<file path="config.mk">
export PLATFORM = sky130hd
export DESIGN_NAME = meter_packet_framer_decoder
export DESIGN_NICKNAME = d
export VERILOG_FILES = /design/src/mpfd_pkg.sv /design/src/meter_packet_framer_decoder.sv /design/src/mpfd_cell.sv /design/src/mpfd_decode.sv
export SDC_FILE = /design/constraint.sdc
export NUM_CORES = 1
export LEC_CHECK = 0
export BUFFER_PORTS_ARGS = -buffer_cell sky130_fd_sc_hd__clkbuf_2
export CAP_MARGIN = 40
export CELL_PAD_IN_SITES_DETAIL_PLACEMENT = 1
export CELL_PAD_IN_SITES_GLOBAL_PLACEMENT = 1
export CORE_ASPECT_RATIO = 1.25
export CORE_MARGIN = 5
export CORE_UTILIZATION = 40
export CTS_BUF_LIST = sky130_fd_sc_hd__clkbuf_2
export CTS_CLUSTER_DIAMETER = 100
export CTS_CLUSTER_SIZE = 20
export DETAILED_ROUTE_END_ITERATION = 10
export PLACE_DENSITY = 0.73
export SYNTH_ARGS = -nofsm -noshare
export SYNTH_HDL_FRONTEND = slang
export SYNTH_HIERARCHICAL = 1
export SYNTH_SLANG_ARGS = --single-unit
</file>
<file path="constraint.sdc">
create_clock -name clk_i -period 5.84 [get_ports clk_i]
set_clock_uncertainty 0.1 [all_clocks]
set_input_delay 0.876 -clock clk_i [delete_from_list [all_inputs] [get_ports clk_i]]
set_output_delay 0.876 -clock clk_i [all_outputs]
set_load 0.02 [all_outputs]
</file>
<file path="src/mpfd_pkg.sv">
// Package for the meter packet framer and decoder.
// Holds the packet length, character codes, decode codes and shared types.
// No dependencies.
package mpfd_pkg;

  // Packet length in bytes, including the trailing CR LF (11 to 16).
  localparam int unsigned PacketLength = 11;
  // Number of byte cells: every packet byte before the closing LF.
  localparam int unsigned NumCells     = PacketLength - 1;
  // Bytes of the packet that the decoder looks at.
  localparam int unsigned NumDecBytes  = 9;
  localparam int unsigned CountWidth   = 4;

  // Character codes.
  localparam logic [7:0] CharLf    = 8'h0a;
  localparam logic [7:0] CharCr    = 8'h0d;
  localparam logic [7:0] CharA     = 8'h41;
  localparam logic [7:0] CharColon = 8'h3a;
  localparam logic [7:0] CharLess  = 8'h3c;
  localparam logic [7:0] CharZero  = 8'h30;

  localparam logic [3:0] NibbleMask = 4'hf;
  localparam int unsigned SignBit   = 2;

  // Function codes.
  localparam logic [3:0] FnAcMilliV  = 4'd0;
  localparam logic [3:0] FnDcV       = 4'd1;
  localparam logic [3:0] FnAcV       = 4'd2;
  localparam logic [3:0] FnDcMilliV  = 4'd3;
  localparam logic [3:0] FnOhm       = 4'd4;
  localparam logic [3:0] FnCap       = 4'd5;
  localparam logic [3:0] FnTempC     = 4'd6;
  localparam logic [3:0] FnMicroA    = 4'd7;
  localparam logic [3:0] FnMilliA    = 4'd8;
  localparam logic [3:0] FnAmp       = 4'd9;
  localparam logic [3:0] FnCont      = 4'd10;
  localparam logic [3:0] FnDiode     = 4'd11;
  localparam logic [3:0] FnFreq      = 4'd12;
  localparam logic [3:0] FnTempF     = 4'd13;

  // Prefix codes.
  localparam logic [2:0] PreNone  = 3'd0;
  localparam logic [2:0] PreMilli = 3'd1;
  localparam logic [2:0] PreKilo  = 3'd2;
  localparam logic [2:0] PreMega  = 3'd3;
  localparam logic [2:0] PreNano  = 3'd4;
  localparam logic [2:0] PreMicro = 3'd5;

  // Unit codes.
  localparam logic [2:0] UnitVolt    = 3'd0;
  localparam logic [2:0] UnitOhm     = 3'd1;
  localparam logic [2:0] UnitFarad   = 3'd2;
  localparam logic [2:0] UnitDegC    = 3'd3;
  localparam logic [2:0] UnitAmp     = 3'd4;
  localparam logic [2:0] UnitHertz   = 3'd5;
  localparam logic [2:0] UnitPercent = 3'd6;
  localparam logic [2:0] UnitDegF    = 3'd7;

  // Mode codes.
  localparam logic [3:0] ModeAc    = 4'd0;
  localparam logic [3:0] ModeDc    = 4'd1;
  localparam logic [3:0] ModeAcDc  = 4'd2;
  localparam logic [3:0] ModeOhm   = 4'd3;
  localparam logic [3:0] ModeCap   = 4'd4;
  localparam logic [3:0] ModeTemp  = 4'd5;
  localparam logic [3:0] ModeDiode = 4'd6;
  localparam logic [3:0] ModeDuty  = 4'd7;
  localparam logic [3:0] ModeFreq  = 4'd8;

  // The packet bytes that the decoder reads, byte 0 first.
  typedef logic [NumDecBytes-1:0][7:0] packet_t;

  // One result item.
  typedef struct packed {
    logic        has_value;
    logic [39:0] digit_bytes;
    logic        five_digits;
    logic        negative;
    logic        point_valid;
    logic [3:0]  point_position;
    logic [2:0]  prefix_code;
    logic [2:0]  unit_code;
    logic [3:0]  mode_code;
    logic        overflow;
    logic [3:0]  function_code;
    logic [3:0]  range_code;
  } result_t;

  // Mode for the current functions: AC, DC or AC+DC from the coupling byte.
  function automatic logic [3:0] ac_dc_mode(input logic [7:0] b);
    logic [3:0] m;
    if (b[0]) begin
      m = b[1] ? ModeAcDc : ModeAc;
    end else begin
      m = ModeDc;
    end
    return m;
  endfunction

endpackage

</file>
<file path="src/meter_packet_framer_decoder.sv">
// Top level of the meter packet framer and decoder.
// Uses mpfd_pkg, mpfd_cell (byte shift line) and mpfd_decode.
//
//   channel   dir  payload
//   s_axis    in   tdata: rx_byte; tuser: port_error
//   m_axis    out  tdata: decoded fields; tuser: has_value
//
// One item is accepted per cycle; a result, when the item closes a packet,
// appears in the output register on the next cycle. The decode table reads the
// cell row in the same cycle as the closing byte arrives. Input is stalled only
// while a result waits and the output side is not ready. Reset clears the
// byte count, the stored mode and unit and the output valid flag.
module meter_packet_framer_decoder (
  input  logic        clk_i,
  input  logic        rst_ni,
  input  logic        s_axis_tvalid,
  output logic        s_axis_tready,
  input  logic [7:0]  s_axis_tdata,   // [7:0] rx_byte
  input  logic        s_axis_tuser,   // [0] port_error
  output logic        m_axis_tvalid,
  input  logic        m_axis_tready,
  // [39:0] digit_bytes, [40] five_digits, [41] negative, [42] point_valid,
  // [46:43] point_position, [49:47] prefix_code, [52:50] unit_code,
  // [56:53] mode_code, [57] overflow, [61:58] function_code,
  // [65:62] range_code, [71:66] zero
  output logic [71:0] m_axis_tdata,
  output logic        m_axis_tuser    // [0] has_value
);

  localparam logic [mpfd_pkg::CountWidth-1:0] LastCount =
    mpfd_pkg::CountWidth'(mpfd_pkg::PacketLength - 1);

  logic                               accept, shift, is_lf, at_last, emit, good;
  logic [mpfd_pkg::CountWidth-1:0]    count_q, count_d;
  logic [7:0]                         cell_in [mpfd_pkg::NumCells];
  logic [7:0]                         cell_out [mpfd_pkg::NumCells];
  mpfd_pkg::packet_t                  pkt;
  mpfd_pkg::result_t                  dec_res, res_q, res_d;
  logic                               out_valid_q, out_valid_d;

  assign s_axis_tready = !out_valid_q || m_axis_tready;
  assign accept        = s_axis_tvalid && s_axis_tready;
  assign shift         = accept && !s_axis_tuser;

  // Row of byte cells; cell 0 holds the most recent earlier byte.
  for (genvar g = 0; g < mpfd_pkg::NumCells; g++) begin : g_cells
    if (g == 0) begin : g_head
      assign cell_in[g] = s_axis_tdata;
    end else begin : g_link
      assign cell_in[g] = cell_out[g-1];
    end
    mpfd_cell u_cell (
      .clk_i  (clk_i),
      .shift_i(shift),
      .byte_i (cell_in[g]),
      .byte_o (cell_out[g])
    );
  end

  // Packet byte k sits in cell PacketLength-2-k when the closing LF arrives.
  for (genvar k = 0; k < mpfd_pkg::NumDecBytes; k++) begin : g_pkt
    assign pkt[k] = cell_out[mpfd_pkg::PacketLength-2-k];
  end

  // Framing: count bytes and check the CR LF tail.
  assign is_lf   = (s_axis_tdata == mpfd_pkg::CharLf);
  assign at_last = (count_q == LastCount);
  assign emit    = s_axis_tuser || is_lf || at_last;
  assign good    = !s_axis_tuser && is_lf && at_last && (cell_out[0] == mpfd_pkg::CharCr);
  assign count_d = emit ? '0 : count_q + 1'b1;

  mpfd_decode u_decode (
    .clk_i   (clk_i),
    .rst_ni  (rst_ni),
    .pkt_i   (pkt),
    .update_i(accept && good),
    .res_o   (dec_res)
  );

  // Output register selection.
  always_comb begin
    res_d       = good ? dec_res : '0;
    out_valid_d = out_valid_q;
    if (accept && emit) begin
      out_valid_d = 1'b1;
    end else if (m_axis_tready) begin
      out_valid_d = 1'b0;
    end
  end

  always_ff @(posedge clk_i or negedge rst_ni) begin
    if (!rst_ni) begin
      count_q     <= '0;
      out_valid_q <= 1'b0;
    end else begin
      if (accept) begin
        count_q <= count_d;
      end
      out_valid_q <= out_valid_d;
    end
  end

  // Result payload, no reset.
  always_ff @(posedge clk_i) begin
    if (accept && emit) begin
      res_q <= res_d;
    end
  end

  assign m_axis_tvalid = out_valid_q;
  assign m_axis_tuser  = res_q.has_value;
  assign m_axis_tdata  = {6'd0, res_q.range_code, res_q.function_code, res_q.overflow,
                          res_q.mode_code, res_q.unit_code, res_q.prefix_code,
                          res_q.point_position, res_q.point_valid, res_q.negative,
                          res_q.five_digits, res_q.digit_bytes};

endmodule

</file>
<file path="src/mpfd_cell.sv">
// One byte cell of the packet shift line.
// Takes the byte of its upstream neighbor on each shift. No other dependencies.
module mpfd_cell (
  input  logic       clk_i,
  input  logic       shift_i,
  input  logic [7:0] byte_i,
  output logic [7:0] byte_o
);

  logic [7:0] byte_q;

  // Payload register, so no reset.
  always_ff @(posedge clk_i) begin
    if (shift_i) begin
      byte_q <= byte_i;
    end
  end

  assign byte_o = byte_q;

endmodule

</file>
<file path="src/mpfd_decode.sv">
// Packet decoder: turns the framed bytes into a result item.
// Keeps the last mode and unit for unknown functions. Depends on mpfd_pkg.
module mpfd_decode (
  input  logic              clk_i,
  input  logic              rst_ni,
  input  mpfd_pkg::packet_t pkt_i,
  input  logic              update_i,
  output mpfd_pkg::result_t res_o
);

  logic [3:0] last_mode_q, last_mode_d;
  logic [2:0] last_unit_q, last_unit_d;
  logic [3:0] fn, rg;
  logic       pv;
  logic [3:0] pp;
  logic [2:0] pre;

  assign fn = pkt_i[6][3:0] & mpfd_pkg::NibbleMask;
  assign rg = pkt_i[5][3:0] & mpfd_pkg::NibbleMask;

  // Function and range table.
  always_comb begin
    pv          = 1'b0;
    pp          = 4'd0;
    pre         = mpfd_pkg::PreNone;
    last_mode_d = last_mode_q;
    last_unit_d = last_unit_q;
    case (fn)
      mpfd_pkg::FnAcMilliV: begin
        pv = 1'b1; pp = 4'd3; pre = mpfd_pkg::PreMilli;
        last_mode_d = mpfd_pkg::ModeAc; last_unit_d = mpfd_pkg::UnitVolt;
      end
      mpfd_pkg::FnDcV: begin
        pv = 1'b1; pp = rg;
        last_mode_d = mpfd_pkg::ModeDc; last_unit_d = mpfd_pkg::UnitVolt;
      end
      mpfd_pkg::FnAcV: begin
        pv = 1'b1; pp = rg;
        last_mode_d = mpfd_pkg::ModeAc; last_unit_d = mpfd_pkg::UnitVolt;
      end
      mpfd_pkg::FnDcMilliV: begin
        pv = 1'b1; pp = 4'd3; pre = mpfd_pkg::PreMilli;
        last_mode_d = mpfd_pkg::ModeDc; last_unit_d = mpfd_pkg::UnitVolt;
      end
      mpfd_pkg::FnOhm: begin
        last_mode_d = mpfd_pkg::ModeOhm; last_unit_d = mpfd_pkg::UnitOhm;
        case (rg)
          4'd1: begin pv = 1'b1; pp = 4'd3; pre = mpfd_pkg::PreNone; end
          4'd2: begin pv = 1'b1; pp = 4'd1; pre = mpfd_pkg::PreKilo; end
          4'd3: begin pv = 1'b1; pp = 4'd2; pre = mpfd_pkg::PreKilo; end
          4'd4: begin pv = 1'b1; pp = 4'd3; pre = mpfd_pkg::PreKilo; end
          4'd5: begin pv = 1'b1; pp = 4'd1; pre = mpfd_pkg::PreMega; end
          4'd6: begin pv = 1'b1; pp = 4'd2; pre = mpfd_pkg::PreMega; end
          default: ;
        endcase
      end
      mpfd_pkg::FnCap: begin
        last_mode_d = mpfd_pkg::ModeCap; last_unit_d = mpfd_pkg::UnitFarad;
        case (rg)
          4'd1: begin pv = 1'b1; pp = 4'd2; pre = mpfd_pkg::PreNano; end
          4'd2: begin pv = 1'b1; pp = 4'd3; pre = mpfd_pkg::PreNano; end
          4'd3: begin pv = 1'b1; pp = 4'd1; pre = mpfd_pkg::PreMicro; end
          4'd4: begin pv = 1'b1; pp = 4'd2; pre = mpfd_pkg::PreMicro; end
          4'd5: begin pv = 1'b1; pp = 4'd3; pre = mpfd_pkg::PreMicro; end
          4'd6: begin pv = 1'b1; pp = 4'd4; pre = mpfd_pkg::PreMicro; end
          4'd7: begin pv = 1'b1; pp = 4'd2; pre = mpfd_pkg::PreMilli; end
          default: ;
        endcase
      end
      mpfd_pkg::FnTempC: begin
        pv = 1'b1; pp = 4'd4;
        last_mode_d = mpfd_pkg::ModeTemp; last_unit_d = mpfd_pkg::UnitDegC;
      end
      mpfd_pkg::FnMicroA: begin
        last_mode_d = mpfd_pkg::ac_dc_mode(pkt_i[7]);
        last_unit_d = mpfd_pkg::UnitAmp;
        pre = mpfd_pkg::PreMicro;
        if (rg == 4'd0) begin
          pv = 1'b1; pp = 4'd3;
        end else if (rg == 4'd1) begin
          pv = 1'b1; pp = 4'd4;
        end
      end
      mpfd_pkg::FnMilliA: begin
        last_mode_d = mpfd_pkg::ac_dc_mode(pkt_i[7]);
        last_unit_d = mpfd_pkg::UnitAmp;
        pre = mpfd_pkg::PreMilli;
        if (rg == 4'd0) begin
          pv = 1'b1; pp = 4'd2;
        end else if (rg == 4'd1) begin
          pv = 1'b1; pp = 4'd3;
        end
      end
      mpfd_pkg::FnAmp: begin
        last_mode_d = mpfd_pkg::ac_dc_mode(pkt_i[7]);
        last_unit_d = mpfd_pkg::UnitAmp;
        pv = 1'b1; pp = 4'd2;
      end
      mpfd_pkg::FnCont: begin
        pv = 1'b1; pp = 4'd3;
        last_mode_d = mpfd_pkg::ModeOhm; last_unit_d = mpfd_pkg::UnitOhm;
      end
      mpfd_pkg::FnDiode: begin
        pv = 1'b1; pp = 4'd1;
        last_mode_d = mpfd_pkg::ModeDiode; last_unit_d = mpfd_pkg::UnitVolt;
      end
      mpfd_pkg::FnFreq: begin
        if (pkt_i[8][mpfd_pkg::SignBit]) begin
          pv = 1'b1; pp = 4'd3;
          last_mode_d = mpfd_pkg::ModeDuty; last_unit_d = mpfd_pkg::UnitPercent;
        end else begin
          last_mode_d = mpfd_pkg::ModeFreq; last_unit_d = mpfd_pkg::UnitHertz;
          case (rg)
            4'd0: begin pv = 1'b1; pp = 4'd2; pre = mpfd_pkg::PreNone; end
            4'd1: begin pv = 1'b1; pp = 4'd3; pre = mpfd_pkg::PreNone; end
            4'd2: begin pv = 1'b1; pp = 4'd1; pre = mpfd_pkg::PreKilo; end
            4'd3: begin pv = 1'b1; pp = 4'd2; pre = mpfd_pkg::PreKilo; end
            4'd4: begin pv = 1'b1; pp = 4'd3; pre = mpfd_pkg::PreKilo; end
            4'd5: begin pv = 1'b1; pp = 4'd1; pre = mpfd_pkg::PreMega; end
            4'd6: begin pv = 1'b1; pp = 4'd2; pre = mpfd_pkg::PreMega; end
            4'd7: begin pv = 1'b1; pp = 4'd3; pre = mpfd_pkg::PreMega; end
            default: ;
          endcase
        end
      end
      mpfd_pkg::FnTempF: begin
        pv = 1'b1; pp = 4'd4;
        last_mode_d = mpfd_pkg::ModeTemp; last_unit_d = mpfd_pkg::UnitDegF;
      end
      default: ;
    endcase
  end

  // Mode and unit memory, updated only by a good packet.
  always_ff @(posedge clk_i or negedge rst_ni) begin
    if (!rst_ni) begin
      last_mode_q <= mpfd_pkg::ModeAc;
      last_unit_q <= mpfd_pkg::UnitVolt;
    end else if (update_i) begin
      last_mode_q <= last_mode_d;
      last_unit_q <= last_unit_d;
    end
  end

  // Assemble the result item.
  always_comb begin
    res_o.has_value      = 1'b1;
    res_o.digit_bytes    = {pkt_i[0], pkt_i[1], pkt_i[2], pkt_i[3], pkt_i[4]};
    res_o.five_digits    = (pkt_i[4] != mpfd_pkg::CharA);
    res_o.negative       = (fn != mpfd_pkg::FnFreq) && pkt_i[8][mpfd_pkg::SignBit];
    res_o.point_valid    = pv;
    res_o.point_position = pp;
    res_o.prefix_code    = pre;
    res_o.unit_code      = last_unit_d;
    res_o.mode_code      = last_mode_d;
    res_o.overflow       = (pkt_i[0] == mpfd_pkg::CharColon) &&
                           (pkt_i[1] == mpfd_pkg::CharColon) &&
                           (pkt_i[2] == mpfd_pkg::CharZero) &&
                           (pkt_i[3] == mpfd_pkg::CharLess);
    res_o.function_code  = fn;
    res_o.range_code     = rg;
  end

endmodule

</file>
==> results of run 1 <==
[cell families (layout without fill, tap and decap cells)]
group / count (synthesis) / count (layout) / synth area share [%]
AOI/OAI and AO/OA: 60 / 60 / 6.38
xor gates and xnor gates: 2 / 2 / 0.256
adders and majority gates: 2 / 2 / 0.366
buffers and inverters: 89 / 129 / 8.62
DFF: 159 / 159 / 68.9
muxes: 7 / 7 / 1.12
other: 2 / 8 / 0.110
and+or+nand+nor: 165 / 165 / 14.2
[metrics by stage]
step | hold WS [ns] | worst slack, ns
global route | 0.0935 | 3.06
global placement | 0.302 | 2.29
floorplan | 0.300 | 0.492
detailed placement | 0.306 | 2.63
CTS | 0.112 | 3.19
finish | 0.222 | 3.25
[cell usage after synthesis (2+ instances only)]
cell / instances
o211ai_1: 4
clkbuf_2: 4
buf_1: 3
clkbuf_1: 3
a21oi_1: 9
o311ai_1: 3
nor4bb_1: 2
o21ai_0: 9
nand2_1: 19
inv_1: 10
dfrtp_1: 12
buf_4: 58
o32ai_1: 2
nor4b_1: 7
nand2b_1: 5
nor3_1: 13
o22ai_1: 4
o21bai_1: 3
buf_2: 8
mux2i_1: 2
mux2_2: 5
and2_1: 67
buf_6: 3
nor4b_2: 2
a31oi_1: 5
nor2b_1: 9
xor2_1: 2
ha_1: 2
nand4_1: 5
a21bo_2: 2
conb_1: 2
nor2_1: 18
and3b_2: 2
a2111o_1: 2
nand3_1: 7
edfxtp_1: 147
[cell type report]
| cell class | count | area, µm² | area share, % |
|---|---|---|---|
| flip-flops and latches | 159 | 4710 | 64.3 |
| repair buffers | 87 | 478 | 6.52 |
| multi-input cells | 243 | 1570 | 21.4 |
| inverters | 10 | 37.5 | 0.512 |
| clock buffers | 17 | 85.1 | 1.16 |
| diodes | 1 | 2.50 | 0.0341 |
| well taps | 220 | 275 | 3.75 |
| clock inverters | 15 | 173 | 2.35 |
[timing repair]
action / in CTS / in global routing
hold buffers: 1 / 0
hold endpoints to repair: 12 / 0
setup endpoints to repair: 0 / 0
setup buffers: 0 / 0
[routing by layer]
layer | up-vias | global-route usage (%) | wire (µm)
met3 | 23 | 4.52 | 702
li1 | 1779 | - | -
met2 | 101 | 23.5 | 6730
met4 | 0 | 5.67 | 291
met1 | 1873 | 15.5 | 5100
met5 | - | 0 | 0
[critical path, stage by stage (launching register included)]
cell and delay (ns):
edfxtp_1 0.45, nor4b_1 0.36, nand4_1 0.14, and3b_2 0.43, nor2b_1 0.60, mux2_2 0.40
[flip-flops by register name, summed over array words and instances (netlist names)]
signal and flops:
count_q 4, g_cells.u_cell/byte_o 80, m_axis_tdata 66, m_axis_tuser 1
m_axis_tvalid 1, u_decode/last_mode_q 4, u_decode/last_unit_q 3
[power by group through the flow]
stage | combinational, W | clock (W) | sequential, W
after floorplan | 0.0000949 | 0 | 0.00138
after global placement | 0.000142 | 0 | 0.00136
after detailed placement | 0.000151 | 0 | 0.00137
after CTS | 0.000152 | 0.000617 | 0.00134
after global routing | 0.000164 | 0.000673 | 0.00135
final | 0.000150 | 0.000585 | 0.00134
[worst paths after layout]
check | endpoint | slack [ns] | depth (start not counted)
setup / recovery | u_decode/last_mode_q[0] | 3.25 | 5
hold / removal | g_cells[0].u_cell/byte_o[1] | 0.22 | 1
setup reg to reg | u_decode/last_mode_q[0] | 3.25 | 5
hold reg to reg | g_cells[5].u_cell/byte_o[4] | 0.33 | 0
max in group asynchronous | u_decode/last_mode_q[0] | 4.94 | 2
min in group asynchronous | m_axis_tvalid | 0.43 | 2
==> results.ini, run 1 <==
[worst_setup_path]
crit_arrival_ns=3.11
crit_required_ns=6.37
crit_type=reg -> reg
critical_path_peak_fanout=16
cp-start-kind=flip-flop
crit_path_end_kind=flip-flop
timing.rr.start=g_cells[0].u_cell/byte_o[1]
startpoint=g_cells[0].u_cell/byte_o[1]

[route]
drt-total-wl_mm=12.8
wire_per_inst_um=17.0
avgViaCountPerCell=5.02
first_iter_violations=303
postRouteAntennaNets=0
dr.pass1.iters=4
dr_total_vias=3776
drc=0

[global_routing]
grt_overflow=0
track_usage_pct=13.6
first_global_vias=3935
grt_antenna_before_repair=1
grt_pass1_wl_mm=20.9
grt_max_degree=54

[worst_hold_path]
hp-class=in -> reg
min_from=s_axis_tdata[1]

[clocking]
ctsRootBufferMaster=clkbuf_2
cts_buffer_depth=2
clock-sinks=159
cts_buffers=17
clock_latency_ns=0.74
cts_tree=done
cts_resized=0
htreeDepth=4
path_clk_slew_ns=0.24

[yosys]
yosysWarnings=6
synth_top_area_share_pct=64.5
synth.avg_cell_area_um2=14.1
ys_top_cells_by_area=edfxtp_1 (65%), buf_4 (6.4%), and2_1 (6.1%), dfrtp_1 (4.4%), nand2_1 (1.0%)
synth_ff_type=edfxtp_1
synth-edff-count=147
netlist_area_um2=6840
ys_seq_elements=159
netlist_instances=486
synthDistinctLibCells=62
synth_area_leader_cell=edfxtp_1
yosysSeqAreaShare_pct=68.9
ys_async_sr_fraction_pct=7.55

[floorplanning]
io_pins=88
fp.dieArea_um2=19800
die_h_um=156
core_um2=16800
dieWidth_um=127
start_util_pct=40.6
rows=53

[power]
p_clk_share_pct=28.2
internal-power_w=0.00149
ir_worst_vdd_uv=143
p_total_w=0.00208
p_switching_w=0.000586
power_density_nw_per_um2=283
power_frac_comb_pct=7.2
leakage_nw=2.70
power_switching_share_pct=28.2
seqPwrFrac_pct=64.6

[timing]
tns_ns=0
hold_violations=0
finalCriticalPeriod_ns=2.59
rsz0062_at_grt=no
worst_pin_slew_ns=0.920
setup_viol=0
drv_slew=0
min_period_over_period_pct=44.3
slew-limit-headroom_pct=38.7
max_freq_ghz=0.387

[place]
post-dp-hpwl_mm=8.78
post-place-cells=718
placed_cell_area_um2=7070
routabilityCongestion=0.835
port_buffers=81

[final_layout]
final_area_um2=7340
final_common_cell=edfxtp_1
nNetsFinal=533
final_util_pct=43.6
syn2layout_area_growth_pct=7.24
layout_common_cells=edfxtp_1 (147), clkbuf_2 (98), and2_1 (67)
fin_cells=752
drive_above_1_share_pct=25.2
num-fill-cells=1803

[run_status]
outcome=finished, final reports clean

[flow_run]
cap_viol_max_count=0

(Power assumes the default switching activity.)
==> inputs of run 2 (changes only) <==
==> constraint.sdc (replaced) <==
create_clock -name clk_i -period 2.6 [get_ports clk_i]
set_clock_uncertainty 0.1 [all_clocks]
set_input_delay 0.39 -clock clk_i [delete_from_list [all_inputs] [get_ports clk_i]]
set_output_delay 0.39 -clock clk_i [all_outputs]
set_load 0.02 [all_outputs]
==> run 2 against run 1 <==
Non-clock buffer count increased by 23. Highest routed layer unchanged. Worst hold slack improved by 0.081 ns. Sequential cell count unchanged. Via count increased by 3.0%. Routed wire length increased by 5.6%. Sequential power increased by 120%. First-iteration DRC count decreased by 33%. Clock-buffer cell count unchanged. Utilization increased by 1.3 points. Fmax increased by 6.2%.
==> results.ini, run 2 (same netlist as run 1, synthesis figures left out) <==
[floorplanning]
dieWidth_um=127  ; unchanged
io_pins=88  ; unchanged
die_h_um=156  ; unchanged
fp.dieArea_um2=19800  ; unchanged
core_um2=16800  ; unchanged
rows=53  ; unchanged
start_util_pct=40.6  ; unchanged

[clocking]
post-cts-setup-buffers=0  ; unchanged
cts_buffers=17  ; unchanged
clock_latency_ns=0.72  ; was 0.74 ns
path_clk_slew_ns=0.26  ; was 0.24 ns
ctsRootBufferMaster=clkbuf_2  ; unchanged
cts_tree=done  ; unchanged
cts_buffer_depth=2  ; unchanged
htreeDepth=4  ; unchanged
clock-sinks=159  ; unchanged

[timing]
setup_viol=0  ; unchanged
slew-limit-headroom_pct=50.8  ; was 38.7%
tns_ns=0  ; unchanged
rsz0062_at_grt=no  ; unchanged
hold_violations=0  ; unchanged
drv_slew=0  ; unchanged
finalCriticalPeriod_ns=2.43  ; was 2.59 ns
max_freq_ghz=0.411  ; was 0.387 GHz
min_period_over_period_pct=93.6  ; was 44.3%
worst_pin_slew_ns=0.738  ; was 0.920 ns

[worst_setup_path]
crit_buf_inv=2  ; was 0
cp-start-kind=flip-flop  ; unchanged
crit_slowest_cell=dlygate4sd3_1  ; was nor2b_1
critPathMaxStageDelay_ns=0.59  ; was 0.60 ns
critical_path_peak_fanout=6  ; was 16
crit_path_end_kind=flip-flop  ; unchanged
crit_arrival_ns=2.94  ; was 3.11 ns
path_delay_family=compound AO/OA/AOI/OAI gates  ; was simple AND/OR/NAND/NOR gates
crit_type=reg -> reg  ; unchanged
crit_required_ns=3.11  ; was 6.37 ns
path_cells=inv_1, ha_1, and3b_2, a211oi_2, o21ai_0, dlygate4sd3_1  ; was nor4b_1, nand4_1, and3b_2, nor2b_1, mux2_2

[power]
ir_worst_vdd_uv=305  ; was 143 µV
power_frac_comb_pct=7.8  ; was 7.2%
seqPwrFrac_pct=63.1  ; was 64.6%
power_density_nw_per_um2=631  ; was 283 nW/µm²
power_switching_share_pct=27.5  ; was 28.2%
p_clk_share_pct=29.1  ; was 28.2%
internal-power_w=0.00345  ; was 0.00149 W
leakage_nw=2.81  ; was 2.70 nW
p_switching_w=0.00131  ; was 0.000586 W

[global_routing]
track_usage_pct=14.0  ; was 13.6%
grt_antenna_before_repair=1  ; unchanged
first_global_vias=4174  ; was 3935
grt_pass1_wl_mm=21.6  ; was 20.9 mm
grt_overflow=0  ; unchanged
grt_max_degree=61  ; was 54

[final_layout]
fin_cells=775  ; was 752
ff_latch_area_um2=4710  ; unchanged
syn2layout_area_growth_pct=10.4  ; was 7.24%
final_common_cell=edfxtp_1  ; unchanged
nNetsFinal=556  ; was 533
drive_above_1_share_pct=26.2  ; was 25.2%
final_util_pct=44.8  ; was 43.6%
multiInputGateArea_um2=1580  ; was 1570 µm²
largest_reg_flops=80  ; unchanged
num-fill-cells=1746  ; was 1803
final_area_um2=7550  ; was 7340 µm²
layout_common_cells=edfxtp_1 (147), clkbuf_2 (98), and2_1 (67)  ; unchanged

[place]
port_buffers=81  ; unchanged
post-place-cells=728  ; was 718
post-dp-hpwl_mm=9.33  ; was 8.78 mm
placed_cell_area_um2=7160  ; was 7070 µm²
routabilityCongestion=0.811  ; was 0.835

[run_status]
outcome=finished, final reports clean  ; unchanged

[route]
postRouteAntennaNets=0  ; unchanged
drc=0  ; unchanged
dr_total_vias=3890  ; was 3776
wire_per_inst_um=17.5  ; was 17.0 µm
first_iter_violations=202  ; was 303
dr.pass1.iters=4  ; unchanged
avgViaCountPerCell=5.02  ; about the same
drt-total-wl_mm=13.5  ; was 12.8 mm

[flow_run]
cap_viol_max_count=0  ; unchanged

[worst_hold_path]
hp-class=in -> reg  ; unchanged

run 2: changes by cell type in the layout (fill, tap and decap cells not counted), sizes merged:
cell and change:
buf +10, bufinv +1, clkinv -3, clkinvlp -1, dlygate4sd3 +13, inv +3
run 2: timing repair:
action,4_1_cts,5_1_grt
hold endpoints to repair,33,0
hold buffers,14,0
gates resized for setup,0,0
run 2: metrics by stage:
stage,hold WS (ns),power (W),setup WS (ns)
detailed placement,0.201,0.00343,0.291
finish,0.303,0.00477,0.166
CTS,0.212,0.00483,0.147
global placement,0.193,0.00340,0.363
floorplan,-0.00559,0.00332,0.0517
global route,0.205,0.00499,0.0414
run 2: power groups by stage:
stage | Sequential [W] | Combinational (W) | Clock, W
3_5_place_dp | 0.00307 | 0.000360 | 0
3_3_place_gp | 0.00306 | 0.000345 | 0
2_1_floorplan | 0.00310 | 0.000218 | 0
6_report | 0.00301 | 0.000373 | 0.00139
4_1_cts | 0.00301 | 0.000379 | 0.00144
5_1_grt | 0.00303 | 0.000408 | 0.00155
run 2: worst paths after layout:
path / startpoint / end / slack, ns / cells past startpoint
setup / recovery: count_q[0] / m_axis_tvalid / 0.17 / 6
hold / removal: s_axis_tdata[4] / g_cells[0].u_cell/byte_o[4] / 0.30 / 2
setup reg to reg: count_q[0] / m_axis_tvalid / 0.17 / 6
hold reg to reg: g_cells[4].u_cell/byte_o[4] / g_cells[5].u_cell/byte_o[4] / 0.35 / 0
max in group asynchronous: rst_ni / u_decode/last_unit_q[2] / 1.42 / 3
min in group asynchronous: rst_ni / count_q[2] / 0.58 / 3
run 2: metal layers:
metal  track usage (%)  part of all wire (%)  vias up
met5                 0                     0        -
met4              5.26                   1.7        0
met3              3.63                   4.5       18
met2              26.4                    55      103
met1              14.9                    39     1949
li1                  -                     -     1820
run 2: area by class of cell:
cell class / instances / share of cell area, %
multi-input combinational: 243 / 20.9
clock buffer: 17 / 1.13
antenna: 1 / 0.0331
clock inverter: 15 / 2.22
timing repair buffer: 110 / 9.21
tap: 220 / 3.64
inverter: 10 / 0.497
sequential: 159 / 62.4
